===== config.mk =====
export PLATFORM = sky130hd
export DESIGN_NAME = json_string_unescape
export DESIGN_NICKNAME = d
export VERILOG_FILES = /design/src/rtl/jsu_pkg.sv /design/src/rtl/jsu_decode.sv /design/src/rtl/json_string_unescape.sv
export SDC_FILE = /design/constraint.sdc
export NUM_CORES = 1
export LEC_CHECK = 0
export BUFFER_PORTS_ARGS = -buffer_cell sky130_fd_sc_hd__buf_4
export CAP_MARGIN = 0
export CORE_AREA = 4 4 84 164
export DETAILED_ROUTE_END_ITERATION = 7
export DIE_AREA = 0 0 88 168
export HOLD_SLACK_MARGIN = 0.15
export PLACE_DENSITY_LB_ADDON = 0.1
export SLEW_MARGIN = 15
export SYNTH_ARGS = -nofsm -noshare
export SYNTH_HDL_FRONTEND = slang
export SYNTH_SLANG_ARGS = --single-unit

===== constraint.sdc =====
create_clock -name aclk -period 5 [get_ports aclk]
set_input_delay 1 -clock aclk [delete_from_list [all_inputs] [get_ports aclk]]
set_output_delay 1 -clock aclk [all_outputs]
set_load 0.02 [all_outputs]

===== src/rtl/jsu_pkg.sv =====
// ----------------------------------------------------------------------------
// JSON string unescape package
// Shared types and character codes for the string body decoder.
// ----------------------------------------------------------------------------
package jsu_pkg;

    localparam int UNIT_W      = 16;
    localparam int MAX_RESULTS = 3;

    typedef enum logic [1:0] {
        KIND_UNIT     = 2'd0,
        KIND_QUOTE    = 2'd1,
        KIND_ERROR    = 2'd2,
        KIND_UNCLOSED = 2'd3
    } kind_t;

    typedef enum logic [2:0] {
        MODE_PLAIN = 3'd0,
        MODE_ESC   = 3'd1,
        MODE_HEX0  = 3'd2,
        MODE_HEX1  = 3'd3,
        MODE_HEX2  = 3'd4,
        MODE_HEX3  = 3'd5
    } mode_t;

    localparam logic [UNIT_W-1:0] CHAR_QUOTE     = 16'h0022;
    localparam logic [UNIT_W-1:0] CHAR_BACKSLASH = 16'h005C;
    localparam logic [UNIT_W-1:0] CHAR_SLASH     = 16'h002F;
    localparam logic [UNIT_W-1:0] CHAR_SPACE     = 16'h0020;
    localparam logic [UNIT_W-1:0] CHAR_LOWER_B   = 16'h0062;
    localparam logic [UNIT_W-1:0] CHAR_LOWER_F   = 16'h0066;
    localparam logic [UNIT_W-1:0] CHAR_LOWER_N   = 16'h006E;
    localparam logic [UNIT_W-1:0] CHAR_LOWER_R   = 16'h0072;
    localparam logic [UNIT_W-1:0] CHAR_LOWER_T   = 16'h0074;
    localparam logic [UNIT_W-1:0] CHAR_LOWER_U   = 16'h0075;
    localparam logic [UNIT_W-1:0] CHAR_DIGIT_0   = 16'h0030;
    localparam logic [UNIT_W-1:0] CHAR_DIGIT_9   = 16'h0039;
    localparam logic [UNIT_W-1:0] CHAR_UPPER_A   = 16'h0041;
    localparam logic [UNIT_W-1:0] CHAR_UPPER_F   = 16'h0046;
    localparam logic [UNIT_W-1:0] CHAR_LOWER_A   = 16'h0061;
    localparam logic [UNIT_W-1:0] CHAR_BS        = 16'h0008;
    localparam logic [UNIT_W-1:0] CHAR_FF        = 16'h000C;
    localparam logic [UNIT_W-1:0] CHAR_LF        = 16'h000A;
    localparam logic [UNIT_W-1:0] CHAR_CR        = 16'h000D;
    localparam logic [UNIT_W-1:0] CHAR_TAB       = 16'h0009;

    typedef struct packed {
        kind_t             kind;
        logic [UNIT_W-1:0] unit;
    } res_t;

    typedef struct packed {
        logic [1:0]                   count;
        res_t [MAX_RESULTS-1:0]       res;
        mode_t                        mode;
        logic [UNIT_W-1:0]            acc;
    } decode_t;

endpackage


===== src/rtl/jsu_decode.sv =====
// ----------------------------------------------------------------------------
// JSON string unescape decoder
// Decodes one code unit against the current escape state and yields up to
// three results together with the next escape state.
// ----------------------------------------------------------------------------
module jsu_decode (
    input  logic [15:0]      code_unit,
    input  logic             end_of_buffer,
    input  jsu_pkg::mode_t   mode,
    input  logic [15:0]      acc,
    output jsu_pkg::decode_t dec
);

    logic       is_digit;
    logic       is_letter;
    logic       hex_ok;
    logic [3:0] hex_v;

    assign is_digit  = (code_unit >= jsu_pkg::CHAR_DIGIT_0) &&
                       (code_unit <= jsu_pkg::CHAR_DIGIT_9);
    assign is_letter = ((code_unit >= jsu_pkg::CHAR_UPPER_A) &&
                        (code_unit <= jsu_pkg::CHAR_UPPER_F)) ||
                       ((code_unit >= jsu_pkg::CHAR_LOWER_A) &&
                        (code_unit <= jsu_pkg::CHAR_LOWER_F));
    assign hex_ok    = is_digit || is_letter;
    assign hex_v     = is_digit ? code_unit[3:0] : ({1'b0, code_unit[2:0]} + 4'd9);

    always_comb begin
        logic [1:0]  n;
        logic        ended;
        logic        do_plain;
        logic        known;
        logic [15:0] mapped;
        logic [15:0] acc_shift;

        dec       = '0;
        n         = 2'd0;
        ended     = 1'b0;
        do_plain  = 1'b0;
        known     = 1'b1;
        mapped    = '0;
        acc_shift = {acc[11:0], hex_v};
        dec.mode  = mode;
        dec.acc   = acc;

        unique case (code_unit)
            jsu_pkg::CHAR_QUOTE:     mapped = jsu_pkg::CHAR_QUOTE;
            jsu_pkg::CHAR_BACKSLASH: mapped = jsu_pkg::CHAR_BACKSLASH;
            jsu_pkg::CHAR_SLASH:     mapped = jsu_pkg::CHAR_SLASH;
            jsu_pkg::CHAR_LOWER_B:   mapped = jsu_pkg::CHAR_BS;
            jsu_pkg::CHAR_LOWER_F:   mapped = jsu_pkg::CHAR_FF;
            jsu_pkg::CHAR_LOWER_N:   mapped = jsu_pkg::CHAR_LF;
            jsu_pkg::CHAR_LOWER_R:   mapped = jsu_pkg::CHAR_CR;
            jsu_pkg::CHAR_LOWER_T:   mapped = jsu_pkg::CHAR_TAB;
            default:                 known  = 1'b0;
        endcase

        unique case (mode)
            jsu_pkg::MODE_ESC: begin
                dec.mode = jsu_pkg::MODE_PLAIN;
                if (code_unit == jsu_pkg::CHAR_LOWER_U) begin
                    dec.acc = '0;
                    if (end_of_buffer) begin
                        dec.res[n] = '{kind: jsu_pkg::KIND_ERROR, unit: '0};
                        n          = n + 2'd1;
                        ended      = 1'b1;
                    end else begin
                        dec.mode = jsu_pkg::MODE_HEX0;
                    end
                end else if (known) begin
                    dec.res[n] = '{kind: jsu_pkg::KIND_UNIT, unit: mapped};
                    n          = n + 2'd1;
                end else begin
                    dec.res[n] = '{kind: jsu_pkg::KIND_UNIT, unit: jsu_pkg::CHAR_BACKSLASH};
                    n          = n + 2'd1;
                    do_plain   = 1'b1;
                end
            end
            jsu_pkg::MODE_HEX0, jsu_pkg::MODE_HEX1,
            jsu_pkg::MODE_HEX2, jsu_pkg::MODE_HEX3: begin
                if (!hex_ok) begin
                    dec.res[n] = '{kind: jsu_pkg::KIND_ERROR, unit: '0};
                    n          = n + 2'd1;
                    dec.mode   = jsu_pkg::MODE_PLAIN;
                    dec.acc    = '0;
                    ended      = 1'b1;
                end else if (mode == jsu_pkg::MODE_HEX3) begin
                    dec.res[n] = '{kind: jsu_pkg::KIND_UNIT, unit: acc_shift};
                    n          = n + 2'd1;
                    dec.mode   = jsu_pkg::MODE_PLAIN;
                    dec.acc    = '0;
                end else if (end_of_buffer) begin
                    dec.res[n] = '{kind: jsu_pkg::KIND_ERROR, unit: '0};
                    n          = n + 2'd1;
                    dec.mode   = jsu_pkg::MODE_PLAIN;
                    dec.acc    = '0;
                    ended      = 1'b1;
                end else begin
                    dec.acc  = acc_shift;
                    dec.mode = jsu_pkg::mode_t'(mode + 3'd1);
                end
            end
            default: begin
                dec.mode = jsu_pkg::MODE_PLAIN;
                do_plain = 1'b1;
            end
        endcase

        if (do_plain) begin
            priority if (code_unit == jsu_pkg::CHAR_QUOTE) begin
                dec.res[n] = '{kind: jsu_pkg::KIND_QUOTE, unit: '0};
                n          = n + 2'd1;
                dec.mode   = jsu_pkg::MODE_PLAIN;
                dec.acc    = '0;
                ended      = 1'b1;
            end else if (code_unit == jsu_pkg::CHAR_BACKSLASH) begin
                if (end_of_buffer) begin
                    dec.res[n] = '{kind: jsu_pkg::KIND_UNIT, unit: jsu_pkg::CHAR_BACKSLASH};
                    n          = n + 2'd1;
                end else begin
                    dec.mode = jsu_pkg::MODE_ESC;
                end
            end else if (code_unit < jsu_pkg::CHAR_SPACE) begin
                dec.res[n] = '{kind: jsu_pkg::KIND_ERROR, unit: '0};
                n          = n + 2'd1;
                dec.mode   = jsu_pkg::MODE_PLAIN;
                dec.acc    = '0;
                ended      = 1'b1;
            end else begin
                dec.res[n] = '{kind: jsu_pkg::KIND_UNIT, unit: code_unit};
                n          = n + 2'd1;
            end
        end

        if (end_of_buffer && !ended) begin
            dec.res[n] = '{kind: jsu_pkg::KIND_UNCLOSED, unit: '0};
            n          = n + 2'd1;
            dec.mode   = jsu_pkg::MODE_PLAIN;
            dec.acc    = '0;
        end

        dec.count = n;
    end

endmodule


===== src/rtl/json_string_unescape.sv =====
// ----------------------------------------------------------------------------
// JSON string unescape
// Streams the body of a JSON string and emits decoded code units.
// ----------------------------------------------------------------------------
// The input channel (s_) carries one UTF-16 code unit per transaction with
// a flag marking the last unit of the buffer. The result channel (m_) carries
// decoded units, a closing quote marker, an error marker or an unclosed-buffer
// marker; m_last_of_run flags the final result caused by one input unit.
// One input unit yields zero to three results.
// An accepted unit is held in an input register, decoded by short logic and
// loaded into a result group register, which presents its first result.
// One input unit is taken per cycle while the receiver is ready and each
// unit yields at most one result; a unit with more results holds the result
// channel until all of them are taken, which sets the sustained rate.
// When the receiver stalls, the input register still takes one more unit,
// then s_ready falls until the result group drains.
// A synchronous reset on aresetn drops all pending results and returns the
// decoder to plain text mode with a cleared hex accumulator.
// ----------------------------------------------------------------------------
module json_string_unescape (
    input  logic        aclk,
    input  logic        aresetn,
    input  logic        s_valid,
    output logic        s_ready,
    input  logic [15:0] s_code_unit,
    input  logic        s_end_of_buffer,
    output logic        m_valid,
    input  logic        m_ready,
    output logic [1:0]  m_kind,
    output logic [15:0] m_decoded_unit,
    output logic        m_last_of_run
);

    logic                                  in_valid_reg, in_valid_next;
    logic [15:0]                           in_unit_reg;
    logic                                  in_eob_reg;
    jsu_pkg::mode_t                        mode_reg, mode_next;
    logic [15:0]                           acc_reg, acc_next;
    logic                                  grp_valid_reg, grp_valid_next;
    logic [1:0]                            grp_count_reg, grp_count_next;
    logic [1:0]                            grp_idx_reg, grp_idx_next;
    jsu_pkg::res_t [jsu_pkg::MAX_RESULTS-1:0] grp_res_reg, grp_res_next;

    jsu_pkg::decode_t dec;
    jsu_pkg::res_t    cur_res;
    logic             grp_last;
    logic             grp_free;
    logic             move;
    logic             s_fire;
    logic             m_fire;

    jsu_decode u_decode (
        .code_unit     (in_unit_reg),
        .end_of_buffer (in_eob_reg),
        .mode          (mode_reg),
        .acc           (acc_reg),
        .dec           (dec)
    );

    assign grp_last = (grp_idx_reg == (grp_count_reg - 2'd1));
    assign grp_free = !grp_valid_reg || (m_ready && grp_last);
    assign move     = in_valid_reg && grp_free;
    assign s_ready  = !in_valid_reg || move;
    assign s_fire   = s_valid && s_ready;
    assign m_fire   = grp_valid_reg && m_ready;

    always_comb begin
        in_valid_next = in_valid_reg;
        if (s_fire) begin
            in_valid_next = 1'b1;
        end else if (move) begin
            in_valid_next = 1'b0;
        end
    end

    always_comb begin
        mode_next      = mode_reg;
        acc_next       = acc_reg;
        grp_valid_next = grp_valid_reg;
        grp_count_next = grp_count_reg;
        grp_idx_next   = grp_idx_reg;
        grp_res_next   = grp_res_reg;
        if (move) begin
            mode_next      = dec.mode;
            acc_next       = dec.acc;
            grp_valid_next = (dec.count != 2'd0);
            grp_count_next = dec.count;
            grp_idx_next   = 2'd0;
            grp_res_next   = dec.res;
        end else if (m_fire) begin
            if (grp_last) begin
                grp_valid_next = 1'b0;
            end else begin
                grp_idx_next = grp_idx_reg + 2'd1;
            end
        end
    end

    always_ff @(posedge aclk) begin
        if (!aresetn) begin
            in_valid_reg  <= 1'b0;
            grp_valid_reg <= 1'b0;
            mode_reg      <= jsu_pkg::MODE_PLAIN;
            acc_reg       <= '0;
        end else begin
            in_valid_reg  <= in_valid_next;
            grp_valid_reg <= grp_valid_next;
            mode_reg      <= mode_next;
            acc_reg       <= acc_next;
        end
    end

    always_ff @(posedge aclk) begin
        if (s_fire) begin
            in_unit_reg <= s_code_unit;
            in_eob_reg  <= s_end_of_buffer;
        end
        grp_count_reg <= grp_count_next;
        grp_idx_reg   <= grp_idx_next;
        grp_res_reg   <= grp_res_next;
    end

    assign cur_res        = grp_res_reg[grp_idx_reg];
    assign m_valid        = grp_valid_reg;
    assign m_kind         = cur_res.kind;
    assign m_decoded_unit = cur_res.unit;
    assign m_last_of_run  = grp_last;

endmodule


==> impl_summary.log <==
[metrics] status: finished, final reports clean
[metrics] flip-flop count of the largest register after layout: 37
[metrics] DIE AREA: 0.0148 mm^2
[metrics] Final Max Tran Viols: 0
[metrics] insertion delay of the later-clocked pin in the worst-skew pair: between 0.3 and 0.4 ns
[metrics] Yosys top cell area share: 0.390
[metrics] Fmax achieved: about 220 MHz
[metrics] list of cells traversed by the critical path: nor4_2 -> nand2_1 -> or4b_4 -> and4_4 -> nor3_2 -> inv_1 -> ha_1 -> nor3_1 -> a211oi_1 -> inv_1 -> ha_1 -> inv_1 -> a2111oi_4 -> a31o_4 -> a211oi_1
[metrics] Largest stage delay, worst path: 0.64 ns
[metrics] setup total negative slack: 0 ns
[metrics] cell with the largest stage delay on the worst path: sky130_fd_sc_hd__or4b_4
[metrics] Synth Warn #: 0
[metrics] synth top area cells: sky130_fd_sc_hd__edfxtp_1, sky130_fd_sc_hd__dfxtp_1, sky130_fd_sc_hd__mux2i_1
[metrics] portion of the clock cycle consumed by the worst path in the final layout: 0.889
[metrics] Post-Syn Nets: 419
[metrics] Worst Setup End Kind: flip-flop
[metrics] I/O Buffers: 41
[metrics] overall die width: 88 um
[metrics] Sw Pwr: 424 uW
[metrics] TritonCTS Buffers: 9
[metrics] Yosys top cell by area: sky130_fd_sc_hd__edfxtp_1
[metrics] arrival time at the worst endpoint: 4.60 ns
[metrics] Pwr Density: 321 mW/mm^2
[metrics] Setup crit start kind: flip-flop
[metrics] count of antenna diodes in the layout: 0
[metrics] fraction of final layout cells with drive strength greater than 1: 0.232
[metrics] category of the most critical setup path: reg -> reg
[metrics] final worst setup slack: 0.554 ns
[metrics] number of enable flip-flop cells after synthesis: 56
[metrics] CTS Buffer Depth: 2
[metrics] number of sinks driven by the clock tree: between 70 and 80
[metrics] share of synthesized flip-flops with an asynchronous set or reset: 0
[metrics] total congestion overflow after global routing: 0
[metrics] number of design rule violations left after detail routing: 0
[metrics] max_cap viols: 0
[metrics] Synth Area per Inst: 11.2 um^2
[metrics] placement-stage worst setup slack: 0.531 ns
[metrics] Mapped Cells: around 380
[metrics] # setup viols final: 0
[metrics] count of TritonRoute iterations in the first routing pass: 4
[metrics] post-synthesis to final-layout area growth: 16.6%
[metrics] wire length per cell after detailed routing: 18.4 um
[metrics] count of nets after finishing: between 400 and 500
[metrics] core area: 0.0126 mm^2
[metrics] ANT nets after route: 0
[metrics] net switching share of the total power: 0.263
[metrics] Period minus WS final: between 4 and 5 ns
[metrics] leakage power summed over all cells: 0.00188 uW
[metrics] worst-case clock skew: 0.00809 ns
[metrics] I/O pin total: 42
[metrics] per-cell via count in the routed design: 5.43
[metrics] largest vdd supply drop: ~0.18 mV
[metrics] Total Routed Length: 10,600 um
[metrics] flip-flop and latch count after synthesis: 75
[metrics] buffers inserted during post-CTS setup optimization: 0
[metrics] via count: approximately 3,100
[metrics] number of global-route vias before repair: 3,233
[metrics] post-DP HPWL: 8280 um
[metrics] violation count after the first detailed-routing iteration: 183
[metrics] count of final hold-check violations: 0
[metrics] clock edge transition at the registers on the reported setup and hold paths: around 0.06 ns
[metrics] CTS H-Tree Depth: 3
[metrics] sequential cell fraction of total power: 0.450
[metrics] most numerous cell on the critical path: sky130_fd_sc_hd__inv_1
[metrics] starting density of the core: 0.344
[metrics] RSZ-0062 raised after global routing: false
[metrics] Post-Syn Area: roughly 0.0043 mm^2
[metrics] part of the total power dissipated in combinational logic: 0.136
[metrics] required time worst endpoint: 5.16 ns
[metrics] number of distinct library cells after synthesis: 80
[metrics] biggest fanout along the worst timing path: 12
[metrics] # hold bufs at CTS: 0
[metrics] total track usage: 0.152
[metrics] global-route wire length before repair: between 15,000 and 20,000 um
[metrics] relative max-transition margin: 0.411
[metrics] share of total power in the clock network: 0.414
[metrics] number of antenna violations at the first check in global routing: 0
[metrics] root buf cell: sky130_fd_sc_hd__clkbuf_16
[metrics] Resized Gates After CTS: 0
[metrics] TritonCTS clock tree: built
[metrics] Min-Delay Path Class: reg -> reg
[metrics] RD Place Congestion: 0.904
[metrics] Tightest Pin Transition: 0.880 ns
[metrics] count of standard-cell rows: 58
[metrics] dominant register cell in the synthesized netlist: sky130_fd_sc_hd__edfxtp_1
[metrics] fill cell instance count of the final layout: 1,204
[metrics] largest net degree at the start of global routing: 40
[metrics] height of the die: around 170 um
[metrics] minimum setup slack among reg-to-reg paths: 0.55 ns
[metrics] part of the Yosys area used for sequential elements: 0.478
[metrics] Int Power: 1190 uW
-- metrics by stage --
step | util | std cells | hold slack [ns] | area, um^2 | total power (uW)
5_1_grt | 0.401 | 577 | 0.528 | 5030 | 1680
6_report | 0.401 | 577 | 0.485 | 5030 | 1620
4_1_cts | 0.401 | 577 | 0.496 | 5030 | 1640
3_5_place_dp | 0.376 | 561 | 0.481 | 4720 | 964
3_3_place_gp | 0.376 | 561 | 0.475 | 4720 | 963
2_1_floorplan | - | 384 | 0.450 | 4310 | 880
-- cell type report --
class                      count  area [um^2]  share of cell area
clock buffer                   9          225              0.0448
clock inverter                 7         83.8              0.0167
inverter                      17         63.8              0.0127
multi-input combinational    273         2060               0.410
sequential                    75         2060               0.410
tap                          150          188              0.0373
timing repair buffer          46          345              0.0687
-- kinds of logic (layout without fill, tap and decap cells) --
group,Yosys count,count (layout),synth area share
AND/OR/NAND/NOR,136,136,0.191
AO/OA/AOI/OAI,97,97,0.187
flip-flops,75,75,0.478
buffers and inverters,36,79,0.0441
multiplexers,22,22,0.0513
adder cells (fa/ha/maj),14,14,0.0406
XOR/XNOR,4,4,0.00812
-- metal layers --
layer / part of all wire / GRT usage / routed length [um]
met1: 0.37 / 0.166 / 3980
met2: 0.54 / 0.266 / 5760
met3: 0.038 / 0.0215 / 408
met4: 0.045 / 0.0955 / 475
met5: 0 / 0 / 0
-- synthesized netlist by cell type, types with 9 or more instances --
cell type / number
sky130_fd_sc_hd__nor2_1: 29
sky130_fd_sc_hd__inv_1: 15
sky130_fd_sc_hd__o21ai_0: 12
sky130_fd_sc_hd__nand2_1: 25
sky130_fd_sc_hd__nor3_1: 11
sky130_fd_sc_hd__mux2i_1: 21
sky130_fd_sc_hd__and2_1: 13
sky130_fd_sc_hd__a21oi_1: 11
sky130_fd_sc_hd__a22oi_1: 13
sky130_fd_sc_hd__nor2_4: 9
sky130_fd_sc_hd__a22o_1: 14
sky130_fd_sc_hd__dfxtp_1: 19
sky130_fd_sc_hd__edfxtp_1: 56
sky130_fd_sc_hd__ha_1: 14
-- worst max-delay path, delay by kind of cell (launching register included) --
family | cells | cell delay (ns)
simple gates | 6 | 1.90
compound gates | 4 | 1.08
fa+ha+maj | 2 | 0.53
flops | 1 | 0.41
buf+inv | 3 | 0.35
-- power groups by stage --
stage                     sequential [uW]  combinational, uW  clock [uW]
after floorplan                       725                156           0
after global placement                741                223           0
after detailed placement              741                223           0
after CTS                             727                224         687
after global routing                  731                240         713
final                                 727                219         669
-- layout by cell type, fill, tap and decap left out, types with 5 or more instances in the layout --
| master | netlist | final |
|---|---|---|
| sky130_fd_sc_hd__nand2_1 | 25 | 25 |
| sky130_fd_sc_hd__dfxtp_1 | 19 | 19 |
| sky130_fd_sc_hd__a22o_1 | 14 | 14 |
| sky130_fd_sc_hd__and2_1 | 13 | 13 |
| sky130_fd_sc_hd__ha_1 | 14 | 14 |
| sky130_fd_sc_hd__buf_4 | 0 | 46 |
| sky130_fd_sc_hd__o21ai_0 | 12 | 12 |
| sky130_fd_sc_hd__inv_1 | 15 | 15 |
| sky130_fd_sc_hd__nand3_1 | 5 | 5 |
| sky130_fd_sc_hd__a22oi_1 | 13 | 13 |
| sky130_fd_sc_hd__nand2b_1 | 5 | 5 |
| sky130_fd_sc_hd__clkbuf_16 | 0 | 9 |
| sky130_fd_sc_hd__mux2i_1 | 21 | 21 |
| sky130_fd_sc_hd__nor2_4 | 9 | 9 |
| sky130_fd_sc_hd__nor3_1 | 11 | 11 |
| sky130_fd_sc_hd__a21oi_1 | 11 | 11 |
| sky130_fd_sc_hd__nor2_1 | 29 | 29 |
| sky130_fd_sc_hd__edfxtp_1 | 56 | 56 |
-- worst paths after layout --
check,cells past startpoint,start,to
worst min-delay path,1,acc_reg[9],acc_reg[9]
worst max register to register,15,in_unit_reg[12],grp_res_reg[0]
worst min register to register,1,acc_reg[9],acc_reg[9]
worst max-delay path,15,in_unit_reg[12],grp_res_reg[0]
No activity file was read; power rests on OpenSTA's default activity.
